==> config.mk <==
export PLATFORM = sky130hd
export DESIGN_NAME = byte_pattern_first_match
export DESIGN_NICKNAME = d
export VERILOG_FILES = /design/src/sv/bpfm_pkg.sv /design/src/sv/bpfm_front.sv /design/src/sv/bpfm_fifo.sv /design/src/sv/bpfm_back.sv /design/src/sv/byte_pattern_first_match.sv
export SDC_FILE = /design/constraint.sdc
export NUM_CORES = 1
export LEC_CHECK = 0
export BUFFER_PORTS_ARGS = -buffer_cell sky130_fd_sc_hd__buf_2
export CAP_MARGIN = 20
export CORE_ASPECT_RATIO = 1.4
export CORE_UTILIZATION = 45
export DETAILED_ROUTE_END_ITERATION = 12
export PLACE_DENSITY = 0.58
export SKIP_LAST_GASP = 1
export SYNTH_ARGS = -nofsm -noshare
export SYNTH_HDL_FRONTEND = slang
export SYNTH_HIERARCHICAL = 1
export SYNTH_SLANG_ARGS = --single-unit
==> constraint.sdc <==
create_clock -name clk_i -period 9.7 [get_ports clk_i]
set_input_delay 0.485 -clock clk_i [delete_from_list [all_inputs] [get_ports clk_i]]
set_output_delay 0.485 -clock clk_i [all_outputs]
set_load 0.1 [all_outputs]
==> src/sv/bpfm_pkg.sv <==
// ----------------------------------------------------------------------------
// bpfm_pkg: shared types for the byte pattern first-match search
// Holds the decoded operation codes and the item format that passes from
// the front end through the queue to the back end.
// ----------------------------------------------------------------------------
`default_nettype none

package bpfm_pkg;

  // Depth of the queue between front and back end, and its pointer width.
  localparam int unsigned QUEUE_DEPTH = 2;
  localparam int unsigned QUEUE_AW    = 1;

  // Operation that the back end carries out for one beat.
  typedef enum logic [1:0] {
    OP_PAT_START  = 2'd0,  // first byte of a new pattern
    OP_PAT_APPEND = 2'd1,  // further byte of the open pattern
    OP_TEXT       = 2'd2,  // region byte, more to follow
    OP_TEXT_LAST  = 2'd3   // final region byte, produces a result
  } op_e;

  // Decoded item as it travels through the queue.
  typedef struct packed {
    op_e        op;
    logic [7:0] data;
  } item_t;

endpackage

`default_nettype wire

==> src/sv/bpfm_front.sv <==
// ----------------------------------------------------------------------------
// bpfm_front: input decode for the byte pattern first-match search
// Accepts beats from the input stream, tracks whether a pattern is open and
// turns each beat into an operation for the back end.
// ----------------------------------------------------------------------------
`default_nettype none

module bpfm_front (
  input  wire logic            clk_i,
  input  wire logic            rst_ni,
  input  wire logic            in_valid_i,
  input  wire logic            action_i,
  input  wire logic [7:0]      data_i,
  input  wire logic            last_i,
  input  wire logic            push_ready_i,
  output bpfm_pkg::item_t      push_item_o,
  output logic                 push_valid_o
);

  logic pat_closed_q, pat_closed_d;
  logic accept;

  assign accept       = in_valid_i && push_ready_i;
  assign push_valid_o = in_valid_i;

  // Classify the beat; a pattern byte after a closed pattern starts afresh.
  always_comb begin
    push_item_o.data = data_i;
    if (action_i) begin
      push_item_o.op = last_i ? bpfm_pkg::OP_TEXT_LAST : bpfm_pkg::OP_TEXT;
    end else begin
      push_item_o.op = pat_closed_q ? bpfm_pkg::OP_PAT_START : bpfm_pkg::OP_PAT_APPEND;
    end
  end

  // The marker on a pattern byte closes the pattern; text leaves it alone.
  always_comb begin
    pat_closed_d = pat_closed_q;
    if (accept && !action_i) begin
      pat_closed_d = last_i;
    end
  end

  always_ff @(posedge clk_i or negedge rst_ni) begin
    if (!rst_ni) begin
      pat_closed_q <= 1'b1;
    end else begin
      pat_closed_q <= pat_closed_d;
    end
  end

endmodule

`default_nettype wire

==> src/sv/bpfm_fifo.sv <==
// ----------------------------------------------------------------------------
// bpfm_fifo: short queue between front and back end
// Two-entry queue of decoded items so that each side can stall on its own.
// ----------------------------------------------------------------------------
`default_nettype none

module bpfm_fifo (
  input  wire logic            clk_i,
  input  wire logic            rst_ni,
  input  wire logic            push_valid_i,
  input  wire bpfm_pkg::item_t push_item_i,
  output logic                 push_ready_o,
  output logic                 pop_valid_o,
  output bpfm_pkg::item_t      pop_item_o,
  input  wire logic            pop_ready_i
);

  localparam int unsigned CW = bpfm_pkg::QUEUE_AW + 1;

  bpfm_pkg::item_t                  mem_q [bpfm_pkg::QUEUE_DEPTH];
  logic [bpfm_pkg::QUEUE_AW-1:0]    wr_ptr_q, wr_ptr_d;
  logic [bpfm_pkg::QUEUE_AW-1:0]    rd_ptr_q, rd_ptr_d;
  logic [CW-1:0]                    count_q, count_d;
  logic                             push, pop;

  assign push_ready_o = (count_q != CW'(bpfm_pkg::QUEUE_DEPTH));
  assign pop_valid_o  = (count_q != '0);
  assign pop_item_o   = mem_q[rd_ptr_q];
  assign push         = push_valid_i && push_ready_o;
  assign pop          = pop_valid_o && pop_ready_i;

  // Pointer and fill count update.
  always_comb begin
    wr_ptr_d = push ? wr_ptr_q + 1'b1 : wr_ptr_q;
    rd_ptr_d = pop ? rd_ptr_q + 1'b1 : rd_ptr_q;
    count_d  = count_q;
    if (push && !pop) begin
      count_d = count_q + 1'b1;
    end else if (pop && !push) begin
      count_d = count_q - 1'b1;
    end
  end

  always_ff @(posedge clk_i or negedge rst_ni) begin
    if (!rst_ni) begin
      wr_ptr_q <= '0;
      rd_ptr_q <= '0;
      count_q  <= '0;
    end else begin
      wr_ptr_q <= wr_ptr_d;
      rd_ptr_q <= rd_ptr_d;
      count_q  <= count_d;
    end
  end

  // Storage needs no reset; entries are read only after a write.
  always_ff @(posedge clk_i) begin
    if (push) begin
      mem_q[wr_ptr_q] <= push_item_i;
    end
  end

endmodule

`default_nettype wire

==> src/sv/bpfm_back.sv <==
// ----------------------------------------------------------------------------
// bpfm_back: pattern store, text window and match engine
// Carries out one decoded operation per cycle unless a final region byte
// waits on a full output register. Pattern and window shift in at lane 0,
// so pattern lane j always meets window lane j in a fixed byte compare.
// ----------------------------------------------------------------------------
`default_nettype none

module bpfm_back #(
  parameter int unsigned PATTERN_MAX    = 32,
  parameter int unsigned POSITION_WIDTH = 32
) (
  input  wire logic            clk_i,
  input  wire logic            rst_ni,
  input  wire logic            item_valid_i,
  input  wire bpfm_pkg::item_t item_i,
  output logic                 item_ready_o,
  output logic                 res_valid_o,
  output logic                 res_found_o,
  output logic [31:0]          res_offset_o,
  input  wire logic            res_ready_i
);

  localparam int unsigned LW = $clog2(PATTERN_MAX + 1);
  localparam int unsigned PW = POSITION_WIDTH;
  localparam int unsigned CW = (PW > LW) ? PW : LW;
  localparam int unsigned OW = (PW > 32) ? PW : 32;

  logic [7:0]    pat_q [PATTERN_MAX];
  logic [7:0]    pat_d [PATTERN_MAX];
  logic [7:0]    win_q [PATTERN_MAX];
  logic [7:0]    win_d [PATTERN_MAX];
  logic [LW-1:0] len_q, len_d;
  logic [PW-1:0] seen_q, seen_d, seen_inc;
  logic          match_q, match_d;
  logic [PW-1:0] first_q, first_d, off_now;
  logic          out_valid_q, out_valid_d;
  logic          out_found_q, out_found_d;
  logic [31:0]   out_off_q, out_off_d;

  logic                 fire, is_text, is_last, hit, all_eq, seen_ge;
  logic [PATTERN_MAX-1:0] lane_ok;
  logic [OW-1:0]        off_ext;

  assign is_text      = (item_i.op == bpfm_pkg::OP_TEXT) ||
                        (item_i.op == bpfm_pkg::OP_TEXT_LAST);
  assign is_last      = (item_i.op == bpfm_pkg::OP_TEXT_LAST);
  // Only a final region byte needs room in the output register.
  assign item_ready_o = !(is_last && out_valid_q && !res_ready_i);
  assign fire         = item_valid_i && item_ready_o;

  // Window after this byte is shifted in, and the saturating position.
  always_comb begin
    for (int j = PATTERN_MAX - 1; j > 0; j--) begin
      win_d[j] = win_q[j-1];
    end
    win_d[0] = item_i.data;
    seen_inc = (seen_q != '1) ? seen_q + 1'b1 : seen_q;
  end

  // Parallel byte compares, masked to the current pattern length.
  always_comb begin
    for (int j = 0; j < PATTERN_MAX; j++) begin
      lane_ok[j] = (pat_q[j] == win_d[j]) || !(LW'(j) < len_q);
    end
    all_eq  = &lane_ok;
    seen_ge = CW'(seen_inc) >= CW'(len_q);
    hit     = (len_q != '0) && seen_ge && all_eq;
    off_now = PW'(CW'(seen_inc) - CW'(len_q));
  end

  // Operation execution.
  always_comb begin
    pat_d   = pat_q;
    len_d   = len_q;
    seen_d  = seen_q;
    match_d = match_q;
    first_d = first_q;
    off_ext     = OW'(match_q ? first_q : off_now);
    out_found_d = out_found_q;
    out_off_d   = out_off_q;
    out_valid_d = out_valid_q && !res_ready_i;
    if (fire) begin
      unique case (item_i.op)
        bpfm_pkg::OP_PAT_START: begin
          for (int j = PATTERN_MAX - 1; j > 0; j--) begin
            pat_d[j] = pat_q[j-1];
          end
          pat_d[0] = item_i.data;
          len_d    = LW'(1);
        end
        bpfm_pkg::OP_PAT_APPEND: begin
          if (len_q != LW'(PATTERN_MAX)) begin
            for (int j = PATTERN_MAX - 1; j > 0; j--) begin
              pat_d[j] = pat_q[j-1];
            end
            pat_d[0] = item_i.data;
            len_d    = len_q + 1'b1;
          end
        end
        bpfm_pkg::OP_TEXT: begin
          seen_d = seen_inc;
          if (!match_q && hit) begin
            match_d = 1'b1;
            first_d = off_now;
          end
        end
        bpfm_pkg::OP_TEXT_LAST: begin
          // Report, then clear the region state for the next region.
          out_valid_d = 1'b1;
          out_found_d = match_q || hit;
          out_off_d   = (match_q || hit) ? off_ext[31:0] : 32'd0;
          seen_d      = '0;
          match_d     = 1'b0;
          first_d     = '0;
        end
        default: begin
        end
      endcase
    end
  end

  // Window register update, kept apart from the shifted view used above.
  logic [7:0] win_n [PATTERN_MAX];

  always_comb begin
    for (int j = 0; j < PATTERN_MAX; j++) begin
      if (fire && is_text) begin
        win_n[j] = is_last ? 8'd0 : win_d[j];
      end else begin
        win_n[j] = win_q[j];
      end
    end
  end

  always_ff @(posedge clk_i or negedge rst_ni) begin
    if (!rst_ni) begin
      len_q       <= '0;
      seen_q      <= '0;
      match_q     <= 1'b0;
      first_q     <= '0;
      out_valid_q <= 1'b0;
      for (int j = 0; j < PATTERN_MAX; j++) begin
        win_q[j] <= 8'd0;
      end
    end else begin
      len_q       <= len_d;
      seen_q      <= seen_d;
      match_q     <= match_d;
      first_q     <= first_d;
      out_valid_q <= out_valid_d;
      for (int j = 0; j < PATTERN_MAX; j++) begin
        win_q[j] <= win_n[j];
      end
    end
  end

  // Pattern lanes and the result payload carry no reset.
  always_ff @(posedge clk_i) begin
    for (int j = 0; j < PATTERN_MAX; j++) begin
      pat_q[j] <= pat_d[j];
    end
    out_found_q <= out_found_d;
    out_off_q   <= out_off_d;
  end

  assign res_valid_o  = out_valid_q;
  assign res_found_o  = out_found_q;
  assign res_offset_o = out_off_q;

endmodule

`default_nettype wire

==> src/sv/byte_pattern_first_match.sv <==
// ----------------------------------------------------------------------------
// byte_pattern_first_match: first occurrence of a byte pattern in a region
// Pattern beats load a pattern store, region beats shift a text window that
// is compared against the pattern; the final region beat returns a result.
//
//   Channel  Dir  tdata                  tuser   tlast
//   s_axis   in   [7:0] data_byte        action  last_byte
//   m_axis   out  [31:0] match_offset    found   -
//
// One beat per cycle is sustained: the front end takes a beat every cycle
// the two-entry queue has room, and the back end retires one operation per
// cycle through its combinational lane compare; results leave through the
// result register. Reset clears the queue, pattern length, window and
// counters at once; no clearing pass is needed. Only a final region beat
// waits on a full output register; other beats proceed under output stall.
// ----------------------------------------------------------------------------
`default_nettype none

module byte_pattern_first_match #(
  parameter int unsigned PATTERN_MAX    = 32,
  parameter int unsigned POSITION_WIDTH = 32
) (
  input  wire logic        clk_i,
  input  wire logic        rst_ni,
  input  wire logic        s_axis_tvalid_i,
  output logic             s_axis_tready_o,
  input  wire logic [7:0]  s_axis_tdata_i,   // [7:0] data_byte
  input  wire logic        s_axis_tuser_i,   // [0] action
  input  wire logic        s_axis_tlast_i,   // last_byte
  output logic             m_axis_tvalid_o,
  input  wire logic        m_axis_tready_i,
  output logic [31:0]      m_axis_tdata_o,   // [31:0] match_offset
  output logic             m_axis_tuser_o    // [0] found
);

  bpfm_pkg::item_t push_item, pop_item;
  logic            push_valid, push_ready, pop_valid, pop_ready;

  // Decode input beats into operations.
  bpfm_front u_front (
    .clk_i        (clk_i),
    .rst_ni       (rst_ni),
    .in_valid_i   (s_axis_tvalid_i),
    .action_i     (s_axis_tuser_i),
    .data_i       (s_axis_tdata_i),
    .last_i       (s_axis_tlast_i),
    .push_ready_i (push_ready),
    .push_item_o  (push_item),
    .push_valid_o (push_valid)
  );

  assign s_axis_tready_o = push_ready;

  // Queue between the two halves.
  bpfm_fifo u_fifo (
    .clk_i        (clk_i),
    .rst_ni       (rst_ni),
    .push_valid_i (push_valid),
    .push_item_i  (push_item),
    .push_ready_o (push_ready),
    .pop_valid_o  (pop_valid),
    .pop_item_o   (pop_item),
    .pop_ready_i  (pop_ready)
  );

  // Pattern store, window and result register.
  bpfm_back #(
    .PATTERN_MAX    (PATTERN_MAX),
    .POSITION_WIDTH (POSITION_WIDTH)
  ) u_back (
    .clk_i        (clk_i),
    .rst_ni       (rst_ni),
    .item_valid_i (pop_valid),
    .item_i       (pop_item),
    .item_ready_o (pop_ready),
    .res_valid_o  (m_axis_tvalid_o),
    .res_found_o  (m_axis_tuser_o),
    .res_offset_o (m_axis_tdata_o),
    .res_ready_i  (m_axis_tready_i)
  );

endmodule

`default_nettype wire

# After elaboration in Yosys (flattened, before gate mapping)
# Memory sizes are Yosys's and may differ from the RTL's.
# Cells that the tools add are included.
[classes] n_reduce_logical=95 muxes=51 n_eq_ne=40 add_sub_neg=7 n_lt_le_gt_ge=33
[op_table] op="one-hot mux 256 bit (2 select lines)" n=1
[op_table] op="== test 8 bit" n=32
[op_table] op="2-to-1 mux 256 bit" n=1
[op_table] op="2-to-1 mux 8 bit" n=31
[op_table] op="one-hot mux 32 bit (2 select lines)" n=2
[op_table] op="less-than comparator 5 x 6 -> 1 bit, first input constant" n=16
[op_table] op="2-to-1 mux 32 bit" n=3
[op_table] op="less-than comparator 4 x 6 -> 1 bit, first input constant" n=8
[op_table] op="zero test 1 bit" n=38
[op_table] op="logical OR 1 bit" n=34
[op_table] op="adder 32 x 1 -> 32 bit, second input constant" n=1
[op_table] op="greater-or-equal comparator 32 x 6 -> 1 bit" n=1
[op_table] op="inequality test 32 bit, second input constant" n=1
[op_table] op="AND reduction 32 bit" n=1
[op_table] op="subtractor 32 x 6 -> 32 bit" n=1
[op_table] op="less-than comparator 3 x 6 -> 1 bit, first input constant" n=4
[op_table] op="logical AND 1 bit" n=12
[op_table] op="less-than comparator 1 x 6 -> 1 bit, first input constant" n=2
[op_table] op="less-than comparator 2 x 6 -> 1 bit, first input constant" n=2
[op_table] op="one-hot mux 6 bit (2 select lines)" n=1
[op_table] op="nonzero test 2 bit" n=4
[op_table] op="2-to-1 mux 1 bit" n=7
[op_table] op="adder 6 x 1 -> 6 bit, second input constant" n=1
[op_table] op="2-to-1 mux 2 bit" n=3
[op_table] op="14 further kinds" n=19
[totals] ram_bits=20 ff_bits=614 input_bits=14 n_memories=1
[memory_table] memory="u_fifo.mem_q" depth=2 width=10 read_ports=1 rd_ports_with_merged_regs=0 write_ports=1 line="bpfm_fifo.sv:20" source="bpfm_pkg::item_t mem_q [bpfm_pkg::QUEUE_DEPTH];"

# Logic depth before layout (Yosys ltp)
# Gate-level depths: netlist of the first run.
# An unclocked memory read counts as a cell.
[logic_depth] word_depth=9 depth_mapped=19 mapped_depth_nobuf=17

# Modules after synthesis
# Netlist of the first run, hierarchy kept.
[modules_own_cells] module="bpfm_back" area_per_inst_um2=25735.9 cells_each=1825 seq_area_each_um2=16686.0 instances=1
[modules_own_cells] module="bpfm_fifo" area_per_inst_um2=932.1 cells_each=49 seq_area_each_um2=700.7 instances=1
[modules_own_cells] module="bpfm_front" area_per_inst_um2=145.1 cells_each=15 seq_area_each_um2=26.3 instances=1

# Worst setup path before layout of the first run
# Ideal clock, no wire load.
[synth_path] path_kind="reg-to-reg" startpoint="reg u_fifo.rd_ptr_q" endpoint="reg u_back.len_q[3]" setup_ns=0.083 path_stages_with_launch=10 required_time_ns=9.617 synth_period_minus_slack_ns=7.577 setup_slack_ns=2.123 arrival_ns=7.494 path_cell_list="dfrtp_1 buf_4 mux2_2 clkbuf_1 inv_1 o41ai_1 inv_1 nand2_1 or3_1 o21ai_0"
[synth_lines] element="start, declared" line="bpfm_fifo.sv:22" source="logic [bpfm_pkg::QUEUE_AW-1:0] rd_ptr_q, rd_ptr_d;"
[synth_lines] element="start signal, assigned" line="bpfm_fifo.sv:51" source="rd_ptr_q <= rd_ptr_d;"
[synth_lines] element="end signal, assigned" line="bpfm_back.sv:147" source="len_q <= len_d;"
[synth_lines] element="end, declared" line="bpfm_back.sv:33" source="logic [LW-1:0] len_q, len_d;"

# Final worst setup path of the first run
[layout_path] startpoint="reg u_back.seen_q[0]" endpoint="reg u_back.first_q[3]"
[layout_between] elab_chain_len=8 elab_cells_between_ends=12
[layout_rtl] element="start, declared" line="bpfm_back.sv:34" source="logic [PW-1:0] seen_q, seen_d, seen_inc;"
[layout_rtl] element="start signal, assigned" line="bpfm_back.sv:148" source="seen_q <= seen_d;"
[layout_rtl] element="adder 32 x 1 -> 32 bit or inequality test 32 bit (tied branches)" line="bpfm_back.sv:58" source="seen_inc = (seen_q != '1) ? seen_q + 1'b1 : seen_q;"
[layout_rtl] element="2-to-1 mux 32 bit *" line="bpfm_back.sv:58"
[layout_rtl] element="greater-or-equal comparator 32 x 6 -> 1 bit" line="bpfm_back.sv:67" source="seen_ge = CW'(seen_inc) >= CW'(len_q);"
[layout_rtl] element="logical AND 1 bit (2 in a row)" line="bpfm_back.sv:68" source="hit = (len_q != '0) && seen_ge && all_eq;"
[layout_rtl] element="logical AND 1 bit" line="bpfm_back.sv:103" source="if (!match_q && hit) begin"
[layout_rtl] element="inequality test 2 bit (no source line)"
[layout_rtl] element="AND reduction 3 bit (no source line)"
[layout_rtl] element="end signal, assigned" line="bpfm_back.sv:150" source="first_q <= first_d;"
[layout_rtl] element="end, declared" line="bpfm_back.sv:36" source="logic [PW-1:0] first_q, first_d, off_now;"
# Mark *: on every way between the ends. The rest lies on a longest branch, timed or not. The select of a mux whose other input is x is not followed.
# A chain may end at the register's enable or synchronous reset.

==> out/metrics.cfg, run 1 <==
[power]
internal-power_uw = 6237
power_uw = 9760
irDropWorstVdd_uv = 200.2
p_sw_uw = 3523
p_sw_share_pct = 36.09
power.density_nw_per_um2 = 327.0
leakage_uw = 0.01146
combPwrFrac_pct = 29.9
seq_power_share_pct = 44.7
clock_power_share_pct = 25.4

[worst_hold_path]
min-delay-start = s_axis_tdata_i[5]
min_to = u_fifo/mem_q[0][5]$_DFFE_PP_
hold_depth = 1
hold_path_class = primary input to flip-flop

[placement]
port-buffer-count = 48
hpwl_um = 37060
dp_cells = 2589
gp_congestion = 0.8882

[clock_network]
cts_tree = built
htreeDepth = 3
cts_root_buffer = clkbuf_16
clock-sinks = 634
clk_latency_ps = 610
cts_resized = 0
clk_pin_slew_ps = 60
cts_buffer_depth = 3
cts_buffers = 66

[critical_path]
crit_path_end_kind = flip-flop
start_kind = flip-flop
worstPathRequired_ps = 10190
timing.rr.end = u_back/first_q[3]$_DFFE_PN0P_
rr_startpoint = u_back/seen_q[0]$_DFFE_PN0P_
rr_worst_depth = 16
reg2reg_slack_ps = 3920
crit_path_max_fanout = 32
cp.arrival_ps = 6270
crit_type = flip-flop to flip-flop

[floorplanning]
dieArea_um2 = 60580
initial_core_util_pct = 45.66
core_um2 = 58730
die_w_um = 208.3
ios = 49
fp.dieH_um = 290.8
rows = 105

[sta]
rsz0062_at_grt = false
tns_ps = 0
period_share_pct = 59.61
fmax_mhz = 172.9
hold_ws_ps = 77.89
worst_slew_pin_slew_ps = 1073
finClkSkew_ps = 20.10
fin_crit_ps = 5782
setup_viol = 0
final-hold-violation-count = 0
slew_viol_final = 0
maxSlewHeadroom_pct = 28.28

[global_routing]
grt-ovfl-total = 0
antenna_found_initial = 0
grt_max_degree = 145
grt_pass1_vias = 16075
grt_pass1_wl_um = 94090
grt_usage_pct = 19.91

[synth]
netlist_area_um2 = 26810
synthFlopType = dfrtp_1
synth_seq_area_share_pct = 64.94
synth_edf_count = 309
syn-mean-instance-area_um2 = 14.19
ys_types = 81
mappedNetlistNets = 1914
synthArstFlopShare_pct = 51.26
syn_inst = 1889
ys_warn_count = 6
synth_seq_cells = 634

[final_layout]
mostFrequentLayoutCell = dfrtp_1
drive_gt1_share_pct = 11.86
area_delta_synth_final_pct = 11.31
num_antenna_cells = 0
utilization_pct = 50.82
instances_no_fill = 2713
mostFrequentLayoutCells = dfrtp_1 (323), edfxtp_1 (309), a22o_1 (257)
fillers = 4958
final_nets = 1936

[routing]
num_vias = 15721
postRouteAntennaNets = 0
avgViaCountPerCell = 5.795
dr.pass1.iters = 7
drtIter0Drc = 1212
drt-total-wl_um = 59020
route.detailed.drc = 0
wl_per_cell_um = 21.75

[run]
max_cap_violations = 0

[outcome]
status = completed

==> worst max-delay path by stage <==
stage,start,to,depth (start not counted)
after floorplan,u_fifo/rd_ptr_q$_DFFE_PN0P_,u_back/len_q[3]$_DFFE_PN0P_,9
after global placement,u_back/seen_q[0]$_DFFE_PN0P_,u_back/res_offset_o[23]$_SDFFCE_PN0P_,16
after detailed placement,u_back/seen_q[0]$_DFFE_PN0P_,u_back/first_q[3]$_DFFE_PN0P_,16
after CTS,u_back/seen_q[0]$_DFFE_PN0P_,u_back/first_q[3]$_DFFE_PN0P_,16
after global routing,u_back/seen_q[0]$_DFFE_PN0P_,u_back/first_q[3]$_DFFE_PN0P_,16
final,u_back/seen_q[0]$_DFFE_PN0P_,u_back/first_q[3]$_DFFE_PN0P_,16
==> layout make-up <==
type / count / area [um^2] / area share (%)
Multi-Input combinational cell: 1126 / 8845 / 29.63
Tap cell: 749 / 937.1 / 3.140
Inverter: 17 / 71.32 / 0.2390
Timing Repair Buffer: 66 / 465.4 / 1.559
Clock buffer: 93 / 1856 / 6.217
Clock inverter: 28 / 257.7 / 0.8636
Sequential cell: 634 / 17410 / 58.35
==> layer usage <==
layer  GRT usage [%]  routed length (um)
met1           26.55               25740
met2           32.78               29440
met3           3.080                2300
met4           7.570                1544
met5               0                   0
==> kinds of logic after synthesis <==
family / synth area share, %
AOI/OAI and AO/OA: 14.50
xor gates and xnor gates: 10.09
adders and majority gates: 0.5413
buffers and inverters: 2.207
DFF: 64.94
muxes: 0.5133
and+or+nand+nor: 7.200
==> power by group through the flow <==
stage	logic, uW	clock network (uW)	registers [uW]
final	2920	2470	4360
after detailed placement	2940	0	4420
after global routing	3160	2650	4450
after floorplan	1920	0	4630
after global placement	2910	0	4380
after CTS	2950	2540	4370
==> state kept, by name (all words and copies together) (netlist names) <==
signal	count
u_back/win_d	248
u_back/pat_q	256
u_fifo/rd_ptr_q	1
u_front/pat_closed_q	1
u_back/res_valid_o	1
u_back/first_q	32
u_back/seen_q	32
u_back/res_found_o	1
u_back/len_q	6
u_fifo/wr_ptr_q	1
u_fifo/count_q	2
u_fifo/mem_q	20
u_back/res_offset_o	32
u_back/match_q	1
==> what timing repair did <==
| item | CTS | global route |
|---|---|---|
| hold buffers | 1 | 0 |
| endpoints found under the setup margin | 0 | 0 |
| buffers inserted | 0 | 0 |
| endpoints found under the hold margin | 19 | 0 |
==> cells in the mapped netlist, drive strengths merged (15+ instances only) <==
master	instances	area, um^2
nor2	35	131.4
buf	44	269.0
a2bb2o	23	440.4
dfrtp	324	8108
nand4	76	496.7
clkbuf	68	259.0
nor3	15	86.34
xnor2	253	2216
nor4	30	230.2
a21oi	20	100.1
o21ai	56	287.8
o31ai	37	277.8
a22o	257	2251
xor2	56	490.5
inv	17	63.81
nand2	91	351.6
edfxtp	309	9279
o22ai	15	93.84
nand3	32	197.7
==> critical path, cell delays in order, from the launching register on <==
cell	delay [ps]
dfrtp_1	470
ha_1	290
nand3_2	200
nor3_4	470
nand3_2	250
and2_1	270
a21oi_1	250
ha_1	330
nor2b_1	170
o31a_1	250
o21ai_0	160
nand2b_1	200
nor4_4	560
nand2_2	230
nor4_4	460
or3_2	760
a2bb2o_1	330
==> per-stage QoR <==
step,setup WS [ps],instance area (um^2)
global placement,3878,27630
detailed placement,3979,27680
floorplan,2123,26810
global route,3529,29850
CTS,3958,29800
finish,3918,29850
Note: power is estimated with default switching activity, not from simulation.
==> inputs of run 2 (changes only) <==
--- a/config.mk
+++ b/config.mk
@@ -5,6 +5,7 @@
 export SDC_FILE = /design/constraint.sdc
 export NUM_CORES = 1
 export LEC_CHECK = 0
+export ABC_AREA = 1
 export BUFFER_PORTS_ARGS = -buffer_cell sky130_fd_sc_hd__buf_2
 export CAP_MARGIN = 20
 export CORE_ASPECT_RATIO = 1.4
==> constraint.sdc (replaced) <==
create_clock -name clk_i -period 5.94 [get_ports clk_i]
set_input_delay 0.297 -clock clk_i [delete_from_list [all_inputs] [get_ports clk_i]]
set_output_delay 0.297 -clock clk_i [all_outputs]
set_load 0.1 [all_outputs]
==> run 2 against run 1 <==
Compared with the run above:
- wire length rose by 9.3%
- die area rose by 3.9%
- first-iteration DRC count rose by 13%
- core utilization rose by 0.32 points
- synthesized cell count rose by 44%
- critical endpoint is now u_back/first_q[1]$_DFFE_PN0P_
- flip-flop and latch count did not move
- final cell count rose by 34%
- clock power rose by 65%
- power rose by 110%
- setup slack got worse by 2300 ps
- synthesized area rose by 4.0%
- worst hold slack improved by 170 ps
==> out/metrics.cfg, run 2 <==
[synth]
synth_edf_count = 309  ; unchanged
synthTopCellsByCount = nand2_1 (565), inv_1 (374), dfrtp_1 (324)
synth.most_common_cell = nand2_1
netlist_area_um2 = 27870  ; +4.0%
synthArstFlopShare_pct = 51.26  ; unchanged
syn-mean-instance-area_um2 = 10.24  ; -28%
synth_seq_cells = 634  ; unchanged
syn_inst = 2721  ; +44%
synth_seq_area_share_pct = 62.47  ; -2.5 points
synth.area.top_cells = edfxtp_1 (33%), dfrtp_1 (29%), nand2_1 (7.6%), o22ai_1 (5.8%), xnor2_1 (5.1%)
ys_types = 36  ; -56%
yosys.area.top_type = edfxtp_1
ys_warn_count = 6  ; unchanged
mappedNetlistNets = 2746  ; +43%
synthFlopType = dfrtp_1
synth_top_area_share_pct = 33.29  ; -1.3 points

[final_layout]
top_register = u_back/pat_q
utilization_pct = 51.15  ; +0.32 points
final_nets = 2790  ; +44%
area_delta_synth_final_pct = 12.02
largest_reg_flops = 256  ; unchanged
num_antenna_cells = 0  ; unchanged
drive_gt1_share_pct = 8.271  ; -3.6 points
mostFrequentLayoutCells = nand2_1 (565), inv_1 (373), dfrtp_1 (324)
mostFrequentLayoutCell = nand2_1
instances_no_fill = 3634  ; +34%

[critical_path]
rr_worst_depth = 25  ; +9
worstPathRequired_ps = 6450  ; -3740 ps
cpMostUsedCell = nor2_4
start_kind = flip-flop
cp_slowest_cell = dfrtp_1
path_delay_family = simple AND/OR/NAND/NOR gates
reg2reg_slack_ps = 1620  ; -2300 ps
rr_startpoint = u_back/seen_q[1]$_DFFE_PN0P_
crit_path_max_fanout = 33  ; +3.1%
timing.rr.end = u_back/first_q[1]$_DFFE_PN0P_
worstPathBufferInverterCount = 2  ; +2
crit_type = flip-flop to flip-flop
crit_path_end_kind = flip-flop
max_stage_delay_ps = 390  ; -370 ps
cp.arrival_ps = 4830  ; -1440 ps

[placement]
gp_congestion = 0.9075  ; +2.2%
port-buffer-count = 48  ; unchanged
dp_cells = 3504  ; +35%
pre_cts_slack_ps = 1649  ; -2330 ps
hpwl_um = 42760  ; +15%

[global_routing]
grt_usage_pct = 20.93  ; +1.0 points
grt_max_degree = 150  ; +3.4%
grt_pass1_wl_um = 103000  ; +9.5%
grt_pass1_vias = 18933  ; +18%
antenna_found_initial = 0  ; unchanged
grt-ovfl-total = 0  ; unchanged

[clock_network]
cts_root_buffer = clkbuf_16
clk_latency_ps = 630  ; +20 ps
clk_pin_slew_ps = 60  ; about the same
clock-sinks = 634  ; unchanged
cts_buffers = 60  ; -9.1%
cts_tree = built
cts_resized = 0  ; unchanged
cts_buffer_depth = 3  ; unchanged
htreeDepth = 2  ; -1

[run]
max_cap_violations = 0  ; unchanged

[sta]
maxSlewHeadroom_pct = 38.38  ; +10 points
period_share_pct = 72.78  ; +13 points
worst_slew_pin_slew_ps = 920.9  ; -151.9 ps
rsz0062_at_grt = false
fin_crit_ps = 4323  ; -1459 ps
final.setup.worst_slack_ps = 1617  ; -2301 ps
finClkSkew_ps = 13.67  ; -6.435 ps
final-hold-violation-count = 0  ; unchanged
slew_viol_final = 0  ; unchanged
tns_ps = 0  ; unchanged
setup_viol = 0  ; unchanged
fmax_mhz = 231.3  ; +34%

[routing]
dr.pass1.iters = 5  ; -2
postRouteAntennaNets = 0  ; unchanged
drt-total-wl_um = 64510  ; +9.3%
avgViaCountPerCell = 5.138  ; -11%
drtIter0Drc = 1365  ; +13%
num_vias = 18672  ; +19%
wl_per_cell_um = 17.75  ; -18%
route.detailed.drc = 0  ; unchanged

[power]
irDropWorstVdd_uv = 609.9  ; +200%
power.density_nw_per_um2 = 661.6  ; +100%
power_uw = 20660  ; +110%
leakage_uw = 0.01307  ; +14%

[floorplanning]
die_w_um = 212.3  ; +1.9%
dieArea_um2 = 62960  ; +3.9%
rows = 107  ; +1.9%
core_um2 = 61050  ; +4.0%
ios = 49  ; unchanged
initial_core_util_pct = 45.66  ; about the same
fp.dieH_um = 296.5  ; +1.9%

[worst_hold_path]
hold_path_class = primary input to async pin

[outcome]
status = completed

[run 2: changes by cell type in the layout (fill, tap and decap cells not counted), sizes merged, moves of 28 or more]
| cell | before | now |
|---|---|---|
| nand2 | 91 | 578 |
| inv | 19 | 382 |
| a22o | 257 | 0 |
| o22ai | 15 | 259 |
| nor2 | 35 | 228 |
| nand3 | 32 | 136 |
| xnor2 | 253 | 162 |
| nand4 | 76 | 18 |
| o31ai | 37 | 0 |
| nor4 | 30 | 0 |
| o21ai | 56 | 84 |
[run 2: power by group]
group	total (uW)	switching (uW)	internal, uW
registers	8320	1240	7080
logic	8270	5700	2560
clock network	4070	1690	2380
[run 2: per-layer routing]
metal | share of wire [%] | routed length, um | vias up | GRT usage, %
met2 | 51 | 33050 | 343 | 36.86
li1 | - | - | 9036 | -
met1 | 43 | 27760 | 9198 | 27.07
met4 | 2.4 | 1541 | 0 | 5.878
met5 | 0 | 0 | - | 0
met3 | 3.3 | 2148 | 95 | 2.597
[run 2: repair_timing]
| item | CTS | global route |
|---|---|---|
| hold buffers | 15 | 0 |
| endpoints found under the hold margin | 82 | 0 |
| buffers inserted | 0 | 0 |
[run 2: how the worst max path moves through the flow]
stage                                                  to  slack, ps                    startpoint  depth (start not counted)
floorplan                       u_back/pat_q[0]$_DFFE_PP_        180   u_fifo/rd_ptr_q$_DFFE_PN0P_                         10
global placement    u_back/res_offset_o[21]$_SDFFCE_PN0P_       1740  u_back/seen_q[1]$_DFFE_PN0P_                         24
detailed placement         u_back/first_q[29]$_DFFE_PN0P_       1650  u_back/seen_q[1]$_DFFE_PN0P_                         24
CTS                        u_back/first_q[29]$_DFFE_PN0P_       1660  u_back/seen_q[1]$_DFFE_PN0P_                         24
global route                u_back/first_q[1]$_DFFE_PN0P_       1280  u_back/seen_q[1]$_DFFE_PN0P_                         25
finish                      u_back/first_q[1]$_DFFE_PN0P_       1620  u_back/seen_q[1]$_DFFE_PN0P_                         25
[run 2: logic make-up after synthesis]
group	synth area share [%]
simple gates	15.09
flops	62.47
buf+inv	6.836
compound gates	7.734
xor+xnor	7.348
fa+ha+maj	0.5207
[run 2: area by class of cell]
cell class / count / area (um^2)
multi-input cells: 1607 / 8576
well taps: 817 / 1022
clock buffers: 85 / 1728
clock inverters: 29 / 387.9
flip-flops and latches: 634 / 17410
fillers: 5608 / 29820
repair buffers: 81 / 663.1
inverters: 381 / 1434
[run 2: through the flow]
step	cell area [um^2]	hold slack, ps
3_3_place_gp	28900	297.0
6_report	31220	243.1
4_1_cts	31200	236.0
3_5_place_dp	28930	304.1
5_1_grt	31220	266.2
2_1_floorplan	27880	1.409
==> inputs of run 3 (changes only) <==
--- a/config.mk
+++ b/config.mk
@@ -11,7 +11,7 @@
 export CORE_ASPECT_RATIO = 1.4
 export CORE_UTILIZATION = 45
 export DETAILED_ROUTE_END_ITERATION = 12
-export PLACE_DENSITY = 0.58
+export PLACE_DENSITY = 0.61
 export SKIP_LAST_GASP = 1
 export SYNTH_ARGS = -nofsm -noshare
 export SYNTH_HDL_FRONTEND = slang
==> constraint.sdc (replaced) <==
create_clock -name clk_i -period 3.9 [get_ports clk_i]
set_input_delay 0.195 -clock clk_i [delete_from_list [all_inputs] [get_ports clk_i]]
set_output_delay 0.195 -clock clk_i [all_outputs]
set_load 0.1 [all_outputs]
==> run 3 against run 2 <==
Compared with the run above:
- flip-flop and latch count unchanged
- design area increased by 0.88%
- clock skew increased by 23 ps
- critical path type unchanged
- critical endpoint is now u_back/res_offset_o[5]$_SDFFCE_PN0P_
- largest power group is now combinational cells
==> out/metrics.cfg, run 3 (synthesis gave the netlist of run 2 again) <==
[sta]
maxSlewHeadroom_pct = 37.56  ; -0.82 points
fmax_mhz = 276.5  ; +20%
period_share_pct = 92.72  ; +20 points
worst_slew_pin_slew_ps = 933.1  ; +12.20 ps
final-hold-violation-count = 0  ; unchanged
finClkSkew_ps = 36.49  ; +22.82 ps
rsz0062_at_grt = false
hold_ws_ps = 218.0  ; -25.12 ps
setup_viol = 0  ; unchanged
fin_crit_ps = 3616  ; -706.8 ps
slew_viol_final = 0  ; unchanged

[critical_path]
crit_path_end_kind = flip-flop
crit_path_max_fanout = 20  ; -39%
cp.arrival_ps = 3950  ; -880 ps
start_kind = flip-flop
reg2reg_slack_ps = 280  ; -1330 ps
worstPathRequired_ps = 4240  ; -2210 ps
rr_startpoint = u_back/seen_q[1]$_DFFE_PN0P_
crit_start = u_back/seen_q[1]$_DFFE_PN0P_
crit_type = flip-flop to flip-flop

[worst_hold_path]
hold_path_class = primary input to async pin

[floorplanning]
die_w_um = 212.3  ; unchanged
dieArea_um2 = 62960  ; unchanged
initial_core_util_pct = 45.66  ; unchanged
ios = 49  ; unchanged
core_um2 = 61050  ; unchanged
rows = 107  ; unchanged
fp.dieH_um = 296.5  ; unchanged

[final_layout]
mostFrequentLayoutCells = nand2_1 (564), inv_1 (371), dfrtp_1 (324)
instances_no_fill = 3664  ; +0.83%
area_delta_synth_final_pct = 13.00
top_register = u_back/pat_q
drive_gt1_share_pct = 9.624  ; +1.4 points
fillers = 5547  ; -1.1%
num_antenna_cells = 0  ; unchanged
multi_input_area_um2 = 8668  ; +1.1%
final_nets = 2822  ; +1.1%
utilization_pct = 51.60  ; +0.45 points
largest_reg_flops = 256  ; unchanged
seqCellArea_um2 = 17410  ; unchanged
mostFrequentLayoutCell = nand2_1

[placement]
hpwl_um = 42420  ; -0.77%
port-buffer-count = 48  ; unchanged
dp_cells = 3530  ; +0.74%
gp_congestion = 0.9079  ; about the same

[power]
power_uw = 31670  ; +53%
irDropWorstVdd_uv = 535.7  ; -12%
leakage_uw = 0.01320  ; +1.0%
power.density_nw_per_um2 = 1005  ; +52%

[global_routing]
grt_pass1_wl_um = 103100  ; about the same
grt-ovfl-total = 0  ; unchanged
grt_usage_pct = 20.80  ; -0.13 points
grt_max_degree = 127  ; -15%
antenna_found_initial = 0  ; unchanged
grt_pass1_vias = 19050  ; +0.62%

[run]
max_cap_violations = 0  ; unchanged

[routing]
wl_per_cell_um = 17.51  ; -1.3%
postRouteAntennaNets = 0  ; unchanged
route.detailed.drc = 0  ; unchanged
num_vias = 18868  ; +1.0%
avgViaCountPerCell = 5.150  ; +0.22%
drtIter0Drc = 1167  ; -15%
drt-total-wl_um = 64170  ; -0.52%
dr.pass1.iters = 6  ; +1

[clock_network]
cts_root_buffer = clkbuf_16
cts_buffer_depth = 3  ; unchanged
htreeDepth = 2  ; unchanged
clk_pin_slew_ps = 60  ; about the same
clk_latency_ps = 630  ; about the same
cts_tree = built
clock-sinks = 634  ; unchanged
cts_buffers = 60  ; unchanged

[outcome]
status = completed

## run 3: cell count changes in the layout (fill, tap and decap cells not counted), sizes merged
cell,before,now
clkinvlp,2,3
buf,66,98
clkinv,18,22
inv,382,385
clkbuf,85,75
## run 3: cell type report
cell class              instances  area share, %
flip-flops and latches        634          55.28
clock buffers                  75          5.041
multi-input cells            1607          27.52
well taps                     817          3.245
repair buffers                113          2.991
clock inverters                37          1.351
inverters                     381          4.572
## run 3: metal layers
metal / vias up / track usage, % / routed length [um]
li1: 9089 / - / -
met1: 9348 / 26.65 / 27070
met2: 333 / 37.02 / 33360
met3: 98 / 2.365 / 2103
met4: 0 / 6.036 / 1631
met5: - / 0 / 0
## run 3: report_power, final
group          total (uW)  internal, uW  switching (uW)
clock                6000          3430            2570
combinational       13000          4260            8740
sequential          12700         10800            1890
total               31700         18500           13200
## run 3: repair_timing
action | CTS | global route
setup endpoints to repair | 0 | 66
hold buffers | 15 | 0
gates resized for setup | 0 | 17
setup buffers | 0 | 7
hold endpoints to repair | 119 | 0
## run 3: final timing paths
kind / cells past startpoint / endpoint
max: 23 / u_back/res_offset_o[5]$_SDFFCE_PN0P_
min: 2 / u_back/win_d[65]$_DFFE_PN0P_
max reg2reg: 23 / u_back/res_offset_o[5]$_SDFFCE_PN0P_
min reg2reg: 0 / u_back/pat_q[22]$_DFFE_PP_
max in group asynchronous: 3 / u_front/pat_closed_q$_DFFE_PN1P_
min in group clk_i: 2 / u_fifo/mem_q[1][3]$_DFFE_PP_
## run 3: stage by stage
step                TNS (ps)  worst slack (ps)  instance area, um^2
floorplan            -399700             -1543                27920
global placement           0             167.3                29200
detailed placement         0             61.89                29200
CTS                        0             11.76                31370
global route               0             14.30                31500
finish                     0             283.8                31500
## run 3: worst max-delay path: stages (launching register included)
cell and delay, ps:
dfrtp_1 410, ha_4 180, nand3_2 110, inv_4 90, nand2_2 80, nor2_4 140
nand3_2 110, nand4_1 100, xor2_1 190, inv_1 70, ha_1 330, nand2_2 110
o21ai_0 90, nor2_1 160, nand3_2 130, nor2_4 140, nand2_2 100, nor2_4 110
nand2_2 90, nor2_4 120, nor2_4 70, nand2_4 120, buf_12 160, o21ai_0 90
